## config.mk

```make
export PLATFORM = sky130hd
export DESIGN_NAME = jpeg_header_size_scanner
export DESIGN_NICKNAME = d
export VERILOG_FILES = /design/src/hdl/jhs_pkg.sv /design/src/hdl/jhs_core.sv /design/src/hdl/jpeg_header_size_scanner.sv
export SDC_FILE = /design/constraint.sdc
export NUM_CORES = 1
export LEC_CHECK = 0
export ABC_AREA = 1
export BUFFER_PORTS_ARGS = -buffer_cell sky130_fd_sc_hd__buf_4
export CAP_MARGIN = 20
export CORE_UTILIZATION = 25
export CTS_BUF_LIST = sky130_fd_sc_hd__clkbuf_4
export CTS_CLUSTER_DIAMETER = 120
export CTS_CLUSTER_SIZE = 20
export DETAILED_ROUTE_END_ITERATION = 10
export GPL_ROUTABILITY_DRIVEN = 0
export PLACE_DENSITY = 0.49
export SYNTH_ARGS = -nofsm -noshare
export SYNTH_HDL_FRONTEND = slang
export SYNTH_SLANG_ARGS = --single-unit
```

## constraint.sdc

```tcl
create_clock -name clk -period 3.8 [get_ports clk]
set_input_delay 0.19 -clock clk [delete_from_list [all_inputs] [get_ports clk]]
set_output_delay 0.19 -clock clk [all_outputs]
set_load 0.01 [all_outputs]
```

## src/hdl/jhs_pkg.sv

```systemverilog
// ----------------------------------------------------------------------------
// JPEG header size scanner package
// Marker codes and the result record shared by the scanner modules.
// ----------------------------------------------------------------------------
package jhs_pkg;

  localparam logic [7:0] MARK_PREFIX = 8'hFF;
  localparam logic [7:0] MARK_SOI    = 8'hD8;
  localparam logic [7:0] MARK_EOI    = 8'hD9;
  localparam logic [7:0] MARK_SOF0   = 8'hC0;
  localparam logic [7:0] MARK_SOF1   = 8'hC1;
  localparam logic [7:0] MARK_SOF2   = 8'hC2;

  // Offsets inside a frame header, counted from the first length byte.
  localparam logic [2:0] SOF_HEIGHT_HI = 3'd3;
  localparam logic [2:0] SOF_HEIGHT_LO = 3'd4;
  localparam logic [2:0] SOF_WIDTH_HI  = 3'd5;
  localparam logic [2:0] SOF_WIDTH_LO  = 3'd6;
  localparam logic [2:0] SOF_LAST      = 3'd7;

  typedef struct packed {
    logic        found;
    logic [15:0] width;
    logic [15:0] height;
  } res_t;

endpackage

```

## src/hdl/jhs_core.sv

```systemverilog
// ----------------------------------------------------------------------------
// JPEG header size scanner core
// Marker state machine that advances by one byte per step and reports the
// frame size on the step that carries the final byte of a buffer.
// ----------------------------------------------------------------------------
module jhs_core (
  input  logic          clk,
  input  logic          rst,
  input  logic          step,
  input  logic [7:0]    data_byte,
  input  logic          last_byte,
  output jhs_pkg::res_t result
);

  typedef enum logic [2:0] {
    PH_SEEK,
    PH_MARK,
    PH_LEN,
    PH_SKIP,
    PH_SOF,
    PH_DONE
  } phase_t;

  phase_t      phase, phase_next;
  logic [2:0]  offset, offset_next;
  logic [15:0] seg_len, seg_len_next;
  logic [15:0] height, height_next;
  logic [15:0] width, width_next;
  logic        found, found_next;
  logic [15:0] len_full;

  always_comb begin
    phase_next   = phase;
    offset_next  = offset;
    seg_len_next = seg_len;
    height_next  = height;
    width_next   = width;
    found_next   = found;
    len_full     = {seg_len[15:8], data_byte};
    unique case (phase)
      PH_SEEK: begin
        if (data_byte == jhs_pkg::MARK_PREFIX) begin
          phase_next = PH_MARK;
        end
      end
      PH_MARK: begin
        if (data_byte == jhs_pkg::MARK_SOI) begin
          phase_next = PH_SEEK;
        end else if (data_byte == jhs_pkg::MARK_EOI) begin
          phase_next = PH_DONE;
        end else if (data_byte == jhs_pkg::MARK_PREFIX) begin
          phase_next = PH_MARK;
        end else if (data_byte == jhs_pkg::MARK_SOF0 || data_byte == jhs_pkg::MARK_SOF1 ||
                     data_byte == jhs_pkg::MARK_SOF2) begin
          phase_next  = PH_SOF;
          offset_next = '0;
        end else begin
          phase_next  = PH_LEN;
          offset_next = '0;
        end
      end
      PH_LEN: begin
        if (offset[0] == 1'b0) begin
          seg_len_next = {data_byte, 8'h00};
          offset_next  = 3'd1;
        end else begin
          seg_len_next = (len_full >= 16'd2) ? (len_full - 16'd2) : 16'd0;
          offset_next  = '0;
          phase_next   = (seg_len_next == 16'd0) ? PH_SEEK : PH_SKIP;
        end
      end
      PH_SKIP: begin
        seg_len_next = seg_len - 16'd1;
        if (seg_len_next == 16'd0) begin
          phase_next = PH_SEEK;
        end
      end
      PH_SOF: begin
        case (offset)
          jhs_pkg::SOF_HEIGHT_HI: height_next = {data_byte, 8'h00};
          jhs_pkg::SOF_HEIGHT_LO: height_next = {height[15:8], data_byte};
          jhs_pkg::SOF_WIDTH_HI:  width_next  = {data_byte, 8'h00};
          jhs_pkg::SOF_WIDTH_LO:  width_next  = {width[15:8], data_byte};
          default: ;
        endcase
        if (offset == jhs_pkg::SOF_LAST) begin
          found_next  = 1'b1;
          phase_next  = PH_DONE;
          offset_next = '0;
        end else begin
          offset_next = offset + 3'd1;
        end
      end
      PH_DONE: ;
      default: phase_next = PH_SEEK;
    endcase
  end

  always_comb begin
    result.found  = found_next;
    result.width  = found_next ? width_next : 16'd0;
    result.height = found_next ? height_next : 16'd0;
  end

  always_ff @(posedge clk) begin
    if (rst || (step && last_byte)) begin
      phase   <= PH_SEEK;
      offset  <= '0;
      seg_len <= '0;
      height  <= '0;
      width   <= '0;
      found   <= 1'b0;
    end else if (step) begin
      phase   <= phase_next;
      offset  <= offset_next;
      seg_len <= seg_len_next;
      height  <= height_next;
      width   <= width_next;
      found   <= found_next;
    end
  end

endmodule

```

## src/hdl/jpeg_header_size_scanner.sv

```systemverilog
// A final byte passes through the input register, then the result register.
// Throughput: one byte per cycle; the marker state machine in the core takes
// one byte in each cycle, and only a final byte waits on a stalled result.
// Reset (rst, synchronous) empties the input and result registers and returns
// the scanner to searching for a marker prefix.
// ----------------------------------------------------------------------------
// JPEG header size scanner
// Scans a JPEG byte stream for a frame header and reports width and height
// once per buffer, on the byte marked as the last one.
// ----------------------------------------------------------------------------
module jpeg_header_size_scanner (
  input  logic        clk,
  input  logic        rst,
  input  logic        in_valid,
  output logic        in_stall,
  input  logic [7:0]  data_byte,
  input  logic        last_byte,
  output logic        out_valid,
  input  logic        out_stall,
  output logic        size_found,
  output logic [15:0] image_width,
  output logic [15:0] image_height
);

  logic          in_q_valid;
  logic [7:0]    in_q_byte;
  logic          in_q_last;
  logic          advance;
  logic          accept_in;
  jhs_pkg::res_t core_res;
  jhs_pkg::res_t res_q;
  logic          res_valid;

  assign advance   = in_q_valid && (!in_q_last || !res_valid || !out_stall);
  assign in_stall  = in_q_valid && !advance;
  assign accept_in = in_valid && !in_stall;

  always_ff @(posedge clk) begin
    if (rst) begin
      in_q_valid <= 1'b0;
    end else if (accept_in) begin
      in_q_valid <= 1'b1;
    end else if (advance) begin
      in_q_valid <= 1'b0;
    end
    if (accept_in) begin
      in_q_byte <= data_byte;
      in_q_last <= last_byte;
    end
  end

  jhs_core u_core (
    .clk       (clk),
    .rst       (rst),
    .step      (advance),
    .data_byte (in_q_byte),
    .last_byte (in_q_last),
    .result    (core_res)
  );

  always_ff @(posedge clk) begin
    if (rst) begin
      res_valid <= 1'b0;
    end else if (advance && in_q_last) begin
      res_valid <= 1'b1;
    end else if (!out_stall) begin
      res_valid <= 1'b0;
    end
    if (advance && in_q_last) begin
      res_q <= core_res;
    end
  end

  assign out_valid    = res_valid;
  assign size_found   = res_q.found;
  assign image_width  = res_q.width;
  assign image_height = res_q.height;

endmodule

```

==> results of run 1 <==
synthesized netlist by cell type (all sizes together):
cell / instances / share of area [%]
clkbuf: 9 / 0.62
nor3: 4 / 0.46
o211ai: 10 / 1.4
nor2: 89 / 7.5
nand2: 129 / 9.4
a21oi: 57 / 5.6
or2: 1 / 0.12
a211oi: 2 / 0.28
ha: 9 / 2.1
a31oi: 4 / 0.46
nand3: 48 / 4.6
edfxtp: 42 / 23
buf: 13 / 1.3
o21ai: 58 / 5.4
dfxtp: 57 / 21
nand4: 4 / 0.46
inv: 161 / 11
xnor2: 1 / 0.16
o22ai: 32 / 3.7
a221oi: 5 / 0.81
xor2: 2 / 0.32
per-layer routing:
| metal | track usage (%) | wire (µm) | vias to the layer above |
|---|---|---|---|
| met5 | 0 | 0 | - |
| met4 | 3.57 | 175 | 0 |
| met3 | 3.12 | 650 | 11 |
| met2 | 20.7 | 6440 | 103 |
| met1 | 18.9 | 7050 | 2204 |
| li1 | - | - | 2495 |
sequential cells by signal, indices dropped and copies added, names as in the netlist, 3 cells and up:
name            flops
u_core.seg_len     16
in_q_byte           8
image_width        16
u_core.height      16
u_core.phase        3
u_core.width       16
u_core.offset       3
image_height       16
worst reg2reg max path: stages (launching register included):
cell      delay [ns]
edfxtp_1        0.43
inv_1           0.47
ha_1            0.31
nand2_1         0.14
nor2_2          0.22
nand3_1         0.12
nand3_2         0.09
nand2_1         0.05
nor2_1          0.13
nand3_1         0.09
nand2_1         0.08
nand2_1         0.05
nand2_1         0.07
a21oi_2         0.05
what timing repair did:
item / 4_1_cts / 5_1_grt
endpoints found under the setup margin: 0 / 0
endpoints found under the hold margin: 11 / 0
hold buffers: 11 / 0
final cells by class:
type,instances,area (µm²)
Fill cell,2279,14800
Tap cell,275,344
Inverter,161,604
Sequential cell,99,2400
Clock buffer,10,75.1
Antenna cell,1,2.50
Timing Repair Buffer,64,528
Clock inverter,6,86.3
Multi-Input combinational cell,455,2320
metrics by stage:
stage	cell area [µm²]	util (%)	setup WS, ns	std cells
6_report	6360	30.1	1.38	1071
3_5_place_dp	6060	28.7	1.44	1042
3_3_place_gp	6060	28.7	1.50	1042
4_1_cts	6330	29.9	1.40	1069
5_1_grt	6360	30.1	1.14	1071
2_1_floorplan	5430	-	1.85	737
power by group through the flow:
stage | Clock (mW) | Sequential [mW] | Combinational [mW]
detailed placement | 0 | 1.18 | 0.173
CTS | 0.684 | 1.16 | 0.183
global route | 0.719 | 1.16 | 0.206
global placement | 0 | 1.18 | 0.174
floorplan | 0 | 1.18 | 0.110
finish | 0.647 | 1.16 | 0.182
worst paths after layout:
check	slack [ns]	end	startpoint	depth (start not counted)
max	1.38	u_core.phase[0]	in_q_byte[1]	13
min	0.07	out_valid	out_stall	5
max reg2reg	1.38	u_core.phase[0]	in_q_byte[1]	13
min reg2reg	0.46	u_core.found	u_core.found	2
cell families (layout without fill, tap and decap cells):
kind of cell               count (synthesis)  in the layout
and+or+nand+nor                          275            275
other                                      0              1
adders and majority gates                  9              9
buffers and inverters                    183            241
DFF                                       99             99
xor gates and xnor gates                   3              3
AOI/OAI and AO/OA                        168            168
cell usage in the layout (no fill, tap or decap), drive strengths merged, types with 2 or more instances in the layout:
| cell | count |
|---|---|
| inv | 163 |
| nand2 | 129 |
| nor2 | 89 |
| o21ai | 58 |
| dfxtp | 57 |
| a21oi | 57 |
| buf | 53 |
| nand3 | 48 |
| edfxtp | 42 |
| o22ai | 32 |
| dlygate4sd3 | 11 |
| o211ai | 10 |
| clkbuf | 10 |
| ha | 9 |
| a221oi | 5 |
| a31oi | 4 |
| nand4 | 4 |
| nor3 | 4 |
| xor2 | 2 |
| a211oi | 2 |
| bufinv | 2 |
| clkinv | 2 |
==> flow_summary.yaml, run 1 <==
outcome:
  status: "finished clean"
setup_path:
  critical_path_class: "reg -> reg"
  required_ns: 4.17
  crit_top_cell: "nand2_1"
  worstPathArrival_ns: 2.79
  path_cells: "inv_1 > ha_1 > nand2_1 > nor2_2 > nand3_1 > nand3_2 > nand2_1 > nor2_1 > nand3_1 > nand2_1 > nand2_1 > nand2_1 > a21oi_2"
  end_kind: "flip-flop"
  cp_max_fo: 14
  start_kind: "flip-flop"
  crit_buf_inv: 1
  cp_top_family: "simple AND/OR/NAND/NOR gates"
  slowest_delay_ns: 0.47
  cp_slowest_cell: "inv_1"
floorplanning:
  die-height_um: 149
  core_um2: 21200
  fp.dieW_um: 149
  num_rows: 53
  fp.dieArea_um2: 22300
  ios: 48
  start_util_pct: 25.7
routing:
  routed_via_density: 4.49
  wl_mm: 14.3
  num_vias: 4813
  drt-wirelength-per-cell_um: 13.4
  drc_errors: 0
  ant_nets: 0
  drtIter0Drc: 357
  drt-pass1-iter-count: 7
final_layout:
  drive_gt1_share_pct: 13.2
  areaGrowthSynthToFinish_pct: 17.2
  nNetsFinal: 812
power_and_ir_drop:
  p_per_area_nw_per_um2: 312
  total_power_mw: 1.99
  p_leak_nw: 2.81
  combPwrFrac_pct: 9.2
  switching_power_mw: 0.505
  seqPwrFrac_pct: 58.3
  clockPowerShare_pct: 32.6
  p_int_mw: 1.48
  p_sw_share_pct: 25.4
  peakVddDrop_mv: 0.160
timing:
  fin_crit_ns: 2.42
  fin_hold_ws_ns: 0.0653
  tightest_slew_ns: 0.703
  rsz0062_at_grt: "no"
  fmax_mhz: 414
  setup_viol: 0
  fin_tns_setup_ns: 0
  fin_worst_skew_ns: 0.0160
  hold_viol: 0
  period_share_pct: 63.6
  slew-limit-headroom_pct: 53.0
  final-max-slew-violation-count: 0
global_routing:
  antenna_found_initial: 1
  grt-ovfl-total: 0
  track_usage_pct: 13.5
  grt_pass1_wl_mm: 23.5
  grt_max_degree: 67
  grt_pass1_vias: 4574
synthesis:
  syn_nets: 759
  synthesis.area_um2: 5430
  synthSimpleGateAreaFrac_pct: 22.5
  synth_cells: 737
  yosys_warnings: 0
  synth_top_family_by_area: "simple AND/OR/NAND/NOR gates"
  synth_xor_area_share_pct: 0.484
  yosysSeqAreaShare_pct: 44.2
  avgSynthCellArea_um2: 7.37
  ys_ff_latch: 99
  synth_mux_area_share_pct: 0
  synth_compound_area_share_pct: 17.6
  synthDistinctLibCells: 34
  synth_fa_ha_area_share_pct: 2.07
cts:
  cts_buffer_depth: 2
  clk_pin_slew_worst_paths_ns: 0.16
  cts_tree: "done"
  cts.sinks: 99
  cts_resized: 0
  cts.htree.levels: 3
  clk-insertion-delay-late_ns: 0.48
  cts-root-buf: "clkbuf_4"
  post_cts_buffers: 0
  cts_buffers: 9
hold_path:
  min_path_type: "in -> reg"
flow_run:
  maxCapViolations: 0
place:
  place_hpwl_mm: 10.1
  io_buffer_count: 47
(Power assumes the default switching activity.)
==> run 2, diff against run 1 <==
==> constraint.sdc (replaced) <==
create_clock -name clk -period 2.3 [get_ports clk]
set_input_delay 0.115 -clock clk [delete_from_list [all_inputs] [get_ports clk]]
set_output_delay 0.115 -clock clk [all_outputs]
set_load 0.01 [all_outputs]
==> run 2 against run 1 <==
- combinational power grew 70%
- utilization grew 0.53 points
- via count grew 1.5%
- final cell count grew 1.0%
- hold slack gained 0.063 ns
- largest power group unchanged
- maximum frequency grew 15%
- power grew 68%
- design area grew 1.7%
- sequential share of layout area shrank 0.65 points
- clock-buffer cell count grew 1
- first-iteration DRC count shrank 3.6%
- critical path depth shrank 1
- critical path type unchanged
==> flow_summary.yaml, run 2 (synthesis gave the netlist of run 1 again) <==
hold_path:
  min_path_type: "in -> reg"
timing:
  finalWorstSetupSlack_ns: 0.193
  setup_viol: 0
  fin_crit_ns: 2.11
  period_share_pct: 91.6
  fin_worst_skew_ns: 0.0397
  tightest_slew_ns: 0.657
  slew-limit-headroom_pct: 56.0
  fin_tns_setup_ns: 0
  final-max-slew-violation-count: 0
  hold_viol: 0
  fmax_mhz: 475
setup_path:
  cp_max_fo: 20
  slowest_delay_ns: 0.51
  rrSetupSlack_ns: 0.19
  end_kind: "flip-flop"
  crit_top_cell: "nand2_1"
  critical_path_class: "reg -> reg"
  r2r-start: "in_q_byte[6]"
  cp-endpoint: "u_core.phase[0]"
  worstPathArrival_ns: 2.48
  required_ns: 2.67
  start_kind: "flip-flop"
  cp_slowest_cell: "edfxtp_1"
  path_cells: "nor2_1 > nand2_1 > nor2_4 > nand2_4 > nand2_1 > nand3_1 > nor2_1 > nand3_1 > nand2_1 > nand2_1 > nand2_1 > a21oi_2"
  rr_endpoint: "u_core.phase[0]"
  startpoint: "in_q_byte[6]"
  r2r_cells: 12
cts:
  cts_buffers: 9
  post_cts_buffers: 0
  cts.sinks: 99
  cts-root-buf: "clkbuf_4"
  cts_buffer_depth: 2
  clk_pin_slew_worst_paths_ns: 0.18
  clk-insertion-delay-late_ns: 0.49
  cts_tree: "done"
  cts.htree.levels: 3
floorplanning:
  die-height_um: 149
  num_rows: 53
  fp.dieW_um: 149
  ios: 48
  core_um2: 21200
  start_util_pct: 25.7
  fp.dieArea_um2: 22300
place:
  preCtsSetupSlack_ns: 0.0785
  place_hpwl_mm: 10.4
  post-place-cells: 1053
  io_buffer_count: 47
final_layout:
  nNetsFinal: 823
  layout_commonest_cell: "inv_1"
  final_cell_mix: "inv_1, nand2_1, nor2_1"
  drive_gt1_share_pct: 14.6
  fin_cells: 1082
  areaGrowthSynthToFinish_pct: 19.2
routing:
  drt-pass1-iter-count: 4
  ant_nets: 0
  drc_errors: 0
  num_vias: 4885
  routed_via_density: 4.51
  drtIter0Drc: 344
  drt-wirelength-per-cell_um: 13.3
  wl_mm: 14.3
power_and_ir_drop:
  peakVddDrop_mv: 0.262
  total_power_mw: 3.33
  p_leak_nw: 2.87
  p_per_area_nw_per_um2: 514
global_routing:
  grt_pass1_wl_mm: 23.0
  grt-ovfl-total: 0
  antenna_found_initial: 1
  grt_pass1_vias: 4461
  grt_max_degree: 65
  track_usage_pct: 13.3
flow_run:
  maxCapViolations: 0
outcome:
  status: "finished clean"
## run 2: how the worst min path moves through the flow
| stage | start | cells after the start | endpoint | slack (ns) |
|---|---|---|---|---|
| after floorplan | rst | 1 | in_q_valid | 0.18 |
| final | in_valid | 3 | in_q_byte[3] | 0.13 |
| after detailed placement | rst | 2 | in_q_valid | 0.28 |
| after global routing | in_valid | 3 | in_q_byte[3] | 0.14 |
| after global placement | rst | 2 | in_q_valid | 0.29 |
| after CTS | in_valid | 3 | in_q_byte[3] | 0.10 |
## run 2: worst max-delay path: cells and delay by family, from the launching register on
family	cells	cell delay [ns]
AO/OA/AOI/OAI	1	0.05
flip-flops	1	0.51
AND/OR/NAND/NOR	11	1.44
## run 2: through the flow
step                      hold WS (ns)  instance area [µm²]  util, %
after floorplan                  0.184                 5430        -
after global placement           0.287                 6160     29.1
after detailed placement         0.284                 6160     29.1
after CTS                        0.101                 6450     30.5
after global routing             0.142                 6470     30.6
final                            0.128                 6470     30.6
## run 2: layout make-up
class / instances / area (µm²)
sequential: 99 / 2400
clock buffer: 11 / 82.6
inverter: 161 / 604
tap: 275 / 344
fill: 2296 / 14700
timing repair buffer: 75 / 606
antenna: 1 / 2.50
clock inverter: 5 / 87.6
multi-input combinational: 455 / 2350
## run 2: report_power, final
part           internal [mW]  switching (mW)  total (mW)
logic                  0.118           0.190       0.309
registers               1.88          0.0255        1.91
clock network          0.475           0.638        1.11
## run 2: routing by layer
layer,part of all wire [%],routed length (µm),global-route usage [%]
met1,50,7170,18.6
met4,2.5,357,5.26
met2,44,6280,20.2
met3,3.7,532,2.48
met5,0,0,0
## run 2: repair_timing
action                                 4_1_cts  5_1_grt
setup endpoints to repair                    0        3
gates resized for setup                      0        4
endpoints found under the hold margin       11        0
hold buffers                                12        0
